**config.mk**
```make
export PLATFORM = sky130hd
export DESIGN_NAME = rgbkc_div_cell
export DESIGN_NICKNAME = d
export VERILOG_FILES = /design/src/rtl/core/rgbkc_pkg.sv /design/src/rtl/core/rgbkc_div_cell.sv
export SDC_FILE = /design/constraint.sdc
export NUM_CORES = 1
export LEC_CHECK = 0
export BUFFER_PORTS_ARGS = -buffer_cell sky130_fd_sc_hd__clkbuf_2
export CAP_MARGIN = 20
export CELL_PAD_IN_SITES_DETAIL_PLACEMENT = 0
export CELL_PAD_IN_SITES_GLOBAL_PLACEMENT = 1
export CORE_ASPECT_RATIO = 1.25
export CORE_MARGIN = 2
export CORE_UTILIZATION = 32
export DETAILED_ROUTE_END_ITERATION = 7
export PLACE_DENSITY = 0.74
export SETUP_SLACK_MARGIN = 0.2
export SLEW_MARGIN = 20
export SYNTH_ARGS = -nofsm -noshare
export SYNTH_HDL_FRONTEND = slang
export SYNTH_SLANG_ARGS = --single-unit
```
**constraint.sdc**
```tcl
create_clock -name clk_i -period 0.8 [get_ports clk_i]
set_input_delay 0.2 -clock clk_i [delete_from_list [all_inputs] [get_ports clk_i]]
set_output_delay 0.2 -clock clk_i [all_outputs]
set_load 0.005 [all_outputs]
```
**src/rtl/core/rgbkc_pkg.sv**
```systemverilog
// ----------------------------------------------------------------------------
// rgbkc_pkg: shared types and constants of the RGB kernel convolution
// Beat payload types, register map and the divider cell beat.
// ----------------------------------------------------------------------------
package rgbkc_pkg;

  localparam int COEF_ROW_W = 60;
  localparam int NUM_ROWS   = 5;
  localparam int DVS_W      = 18;
  localparam int DIM_CFG_W  = 11;
  localparam int REM_W      = 26;
  localparam int QUO_W      = 8;
  localparam int NUM_CH     = 3;

  // register indexes (byte address = 8 * index)
  localparam logic [2:0] REG_DIVISOR = 3'd5;
  localparam logic [2:0] REG_WIDTH   = 3'd6;
  localparam logic [2:0] REG_HEIGHT  = 3'd7;

  typedef struct packed {
    logic       flush;
    logic [7:0] blue_in;
    logic [7:0] green_in;
    logic [7:0] red_in;
  } pix_t;

  typedef struct packed {
    logic       frame_last;
    logic [7:0] blue_out;
    logic [7:0] green_out;
    logic [7:0] red_out;
  } res_t;

  // one beat moving through the divider chain
  typedef struct packed {
    logic                           valid;
    logic [NUM_CH-1:0]              zero;
    logic [NUM_CH-1:0]              sat;
    logic [NUM_CH-1:0][REM_W-1:0]   rem;
    logic [DVS_W-1:0]               dvs;
    logic [NUM_CH-1:0][QUO_W-1:0]   quo;
  } div_beat_t;

endpackage

```
**src/rtl/core/rgbkc_div_cell.sv**
```systemverilog
// ----------------------------------------------------------------------------
// rgbkc_div_cell: one restoring division step
// Resolves quotient bit BIT for all channels and hands the beat on.
// ----------------------------------------------------------------------------
module rgbkc_div_cell import rgbkc_pkg::*; #(
  parameter int BIT = 0
) (
  input  logic      clk_i,
  input  logic      rst_ni,
  input  div_beat_t beat_i,
  output div_beat_t beat_o
);

  div_beat_t        nxt;
  logic [REM_W-1:0] trial;
  logic             valid_q;
  div_beat_t        data_q;

  // trial subtract of the shifted divisor
  always_comb begin
    nxt   = beat_i;
    trial = REM_W'(beat_i.dvs) << BIT;
    for (int ch = 0; ch < NUM_CH; ch++) begin
      if (beat_i.rem[ch] >= trial) begin
        nxt.rem[ch]      = beat_i.rem[ch] - trial;
        nxt.quo[ch][BIT] = 1'b1;
      end
    end
  end

  always_ff @(posedge clk_i or negedge rst_ni) begin
    if (!rst_ni) begin
      valid_q <= 1'b0;
    end else begin
      valid_q <= beat_i.valid;
    end
  end

  always_ff @(posedge clk_i) begin
    data_q <= nxt;
  end

  always_comb begin
    beat_o       = data_q;
    beat_o.valid = valid_q;
  end

endmodule

```
==> results.md <==
* Status: complete, but fails checks
* Violated checks: hold timing, setup timing
* Die X at 132 um
* Critical path class: in -> reg
* CTS Buffer Depth at 2
* Number of synthesized flops with an enable pin at 0
* Min Tclk post-route at 2.23 ns
* Congestion Overflow GR at 0
* Crit path largest cell delay at 0.34 ns
* Clk sinks at 127
* DR vias/cell at 4.77
* Max-slew violations at 0
* P_leak at 6.06 nW
* Dpl ws at -2.09 ns
* Initial antenna violation count at 0
* Fin nets at 1497
* Initial core utilization at 32.5%
* Top post-synthesis cells by area: dfxtp_1 (39%), ha_1 (10%), o21ai_0 (5.6%)
* CP delay by family, top: compound AO/OA/AOI/OAI gates
* Vias in the first global route at 7771
* Post-synthesis cell type count at 67
* WP data required at 1.16 ns
* Placed instance area at 0.00991 mm2
* Final setup violation count at 208
* H-tree Lvls at 4
* Sequential share of the synthesized area at 39.1%
* Final WS setup at -1.43 ns
* GRT Total Usage at 22.5%
* # rows at 58
* Final Wtd Congestion at 0.873
* CP Launch Type: primary input
* CTS Root Cell: clkbuf_16
* Mapped Cells at 723
* Primary FF master, synth: dfxtp_1
* Layout Cells excl Fill at 1595
* First-pass GRT wire length at 37.9 mm
* WP buf/inv at 3
* Cell Chain, Critical Path: clkbuf_16, ha_4, inv_2, fa_2, a21o_1, a221o_1, buf_6, a221oi_4, a31oi_2, o21a_2, nor4_2, xor2_1
* CTS buffer count at 17
* Crit path max fanout at 4
* Pwr dens at 1760 mW/mm2
* Hold Path Origin: beat_i[16]
* CTS tree: yes
* Most frequent cell after synthesis: dfxtp_1
* Number of port buffers at 255
* Die area at 0.0215 mm2
* CP Launch Point: beat_i[24]
* Routed Antenna Nets at 0
* RSZ-0062 raised after global routing: true
* Layout cell share with drive strength beyond 1 at 60.2%
* Inst Count DP at 1454
* Fillers at 1679
* WP data arrival at 2.59 ns
* Drt drc at 0
* Fraction of registers with async set/reset at 0.787%
* Dpl hpwl at 18.1 mm
* Die Y at 164 um
* Syn_nets at 909
* Final Core Density at 63.1%
* Maximum vdd ir drop at 1.42 mV
* Ports at 256
* Total routed wirelength at 25.2 mm
* Area of the multi-input gates at 0.00453 mm2
* Final Hold Viols at 6
* Slew @ Worst Pin at 0.378 ns
* First drt pass iteration count at 4
* Wirelength per Cell at 15.8 um
* Synthesis-to-finish area growth at 94.0%
* CP max stage cell: a221o_1
* Synth top area share at 38.7%
* Yosys Warn Count at 0
* Final Cycle Share at 279%
* Post-synthesis cell area at 0.00652 mm2
* Vias post-DR at 7615
* Core area at 0.0200 mm2
* WHS at -0.0520 ns
* Fmax at 448 MHz
* # Max-Cap Violations at 0
* Syn Area/Cell at 9.01 um2
* CTS clk-pin slew, worst paths at 0.07 ns
* Final Cell Area at 0.0126 mm2
* Iter 0 DRT Violations at 268
* Synth Register Bits at 127
* Worst slew margin at 74.7%
* Top cells by count, synth: dfxtp_1 (126), nand2_1 (86), o21ai_0 (73)
* HP Class: in -> reg
* Largest net degree at the start of global routing at 17
* Sequential standard cell area at 0.00263 mm2
* Endpoint class of the critical path: flip-flop
* Synth area leader: dfxtp_1
## registers in the layout, indices dropped and copies added, names as in the netlist
signal and count:
beat_o 126, valid_q 1
## routing by layer
metal	global-route usage, %	wire length (um)	vias up	share of wire [%]
met5	0	0	-	0
met4	9.58	725	0	2.9
met3	5.99	1360	41	5.4
met2	42.1	13300	211	53
met1	23.8	9780	3576	39
li1	-	-	3787	-
## through the flow
| step | power (mW) | TNS, ns |
|---|---|---|
| global placement | 13.0 | -149.19 |
| CTS | 21.8 | -136.57 |
| floorplan | 9.99 | -119.10 |
| detailed placement | 13.1 | -151.55 |
| global route | 23.4 | -145.18 |
| finish | 22.3 | -134.70 |
## cell families (layout without fill, tap and decap cells)
family | after synthesis | count (layout) | synth area share [%]
other | 0 | 1 | 0
AO/OA/AOI/OAI | 216 | 216 | 21.1
XOR/XNOR | 66 | 66 | 8.87
adder cells (fa/ha/maj) | 57 | 57 | 11.3
multiplexers | 8 | 8 | 1.32
AND/OR/NAND/NOR | 194 | 194 | 14.7
flip-flops | 127 | 127 | 39.1
buffers and inverters | 55 | 656 | 3.71
## report_power, final
group          leakage (nW)  switching (mW)  internal, mW
registers              1.07           0.260          7.25
clock network         0.287            3.58          4.19
logic                  4.70            3.12          3.87
total                  6.06            6.96          15.3
## placed cells by master (no fill, tap or decap), types with 6 or more instances in the layout
cell and n:
buf_4 234, clkbuf_2 204, dfxtp_2 65, buf_6 62
dfxtp_1 61, nand2_1 48, dlygate4sd3_1 46, ha_1 44
a21oi_1 42, xor2_1 40, buf_2 29, o21ai_2 28
nand2_2 27, xnor2_1 24, o21ai_1 23, o21ai_0 20
a21o_1 20, inv_1 20, clkbuf_16 19, nor2_1 16
nor3_1 11, nand3_1 11, and3_1 11, nand2_4 11
ha_4 9, inv_2 8, o21a_1 7, nand2b_1 7
a21oi_2 7, o211ai_1 6, inv_8 6
## final timing paths
| check | endpoint | slack (ns) | cells after the start |
|---|---|---|---|
| setup / recovery | beat_o[92]$_DFF_P_ | -1.43 | 12 |
| hold / removal | beat_o[16]$_SDFF_PP1_ | -0.05 | 2 |
| max in group asynchronous | valid_q$_DFF_PN0_ | 0.64 | 2 |
| min in group asynchronous | valid_q$_DFF_PN0_ | 0.07 | 2 |
## layout make-up
| class | instances | area share [%] |
|---|---|---|
| multi-input cells | 541 | 35.8 |
| repair buffers | 591 | 34.8 |
| flip-flops and latches | 127 | 20.8 |
| clock buffers | 17 | 3.36 |
| well taps | 270 | 2.67 |
| clock inverters | 15 | 1.31 |
| inverters | 33 | 1.23 |
| diodes | 1 | 0.0198 |
## repair_timing
action	in CTS	in global routing
pin swaps	99	62
endpoints found under the setup margin	208	208
setup buffers	36	18
endpoints found under the hold margin	63	12
resized for setup	200	200
cloned	7	1
hold buffers	45	1
(Power assumes the default switching activity.)
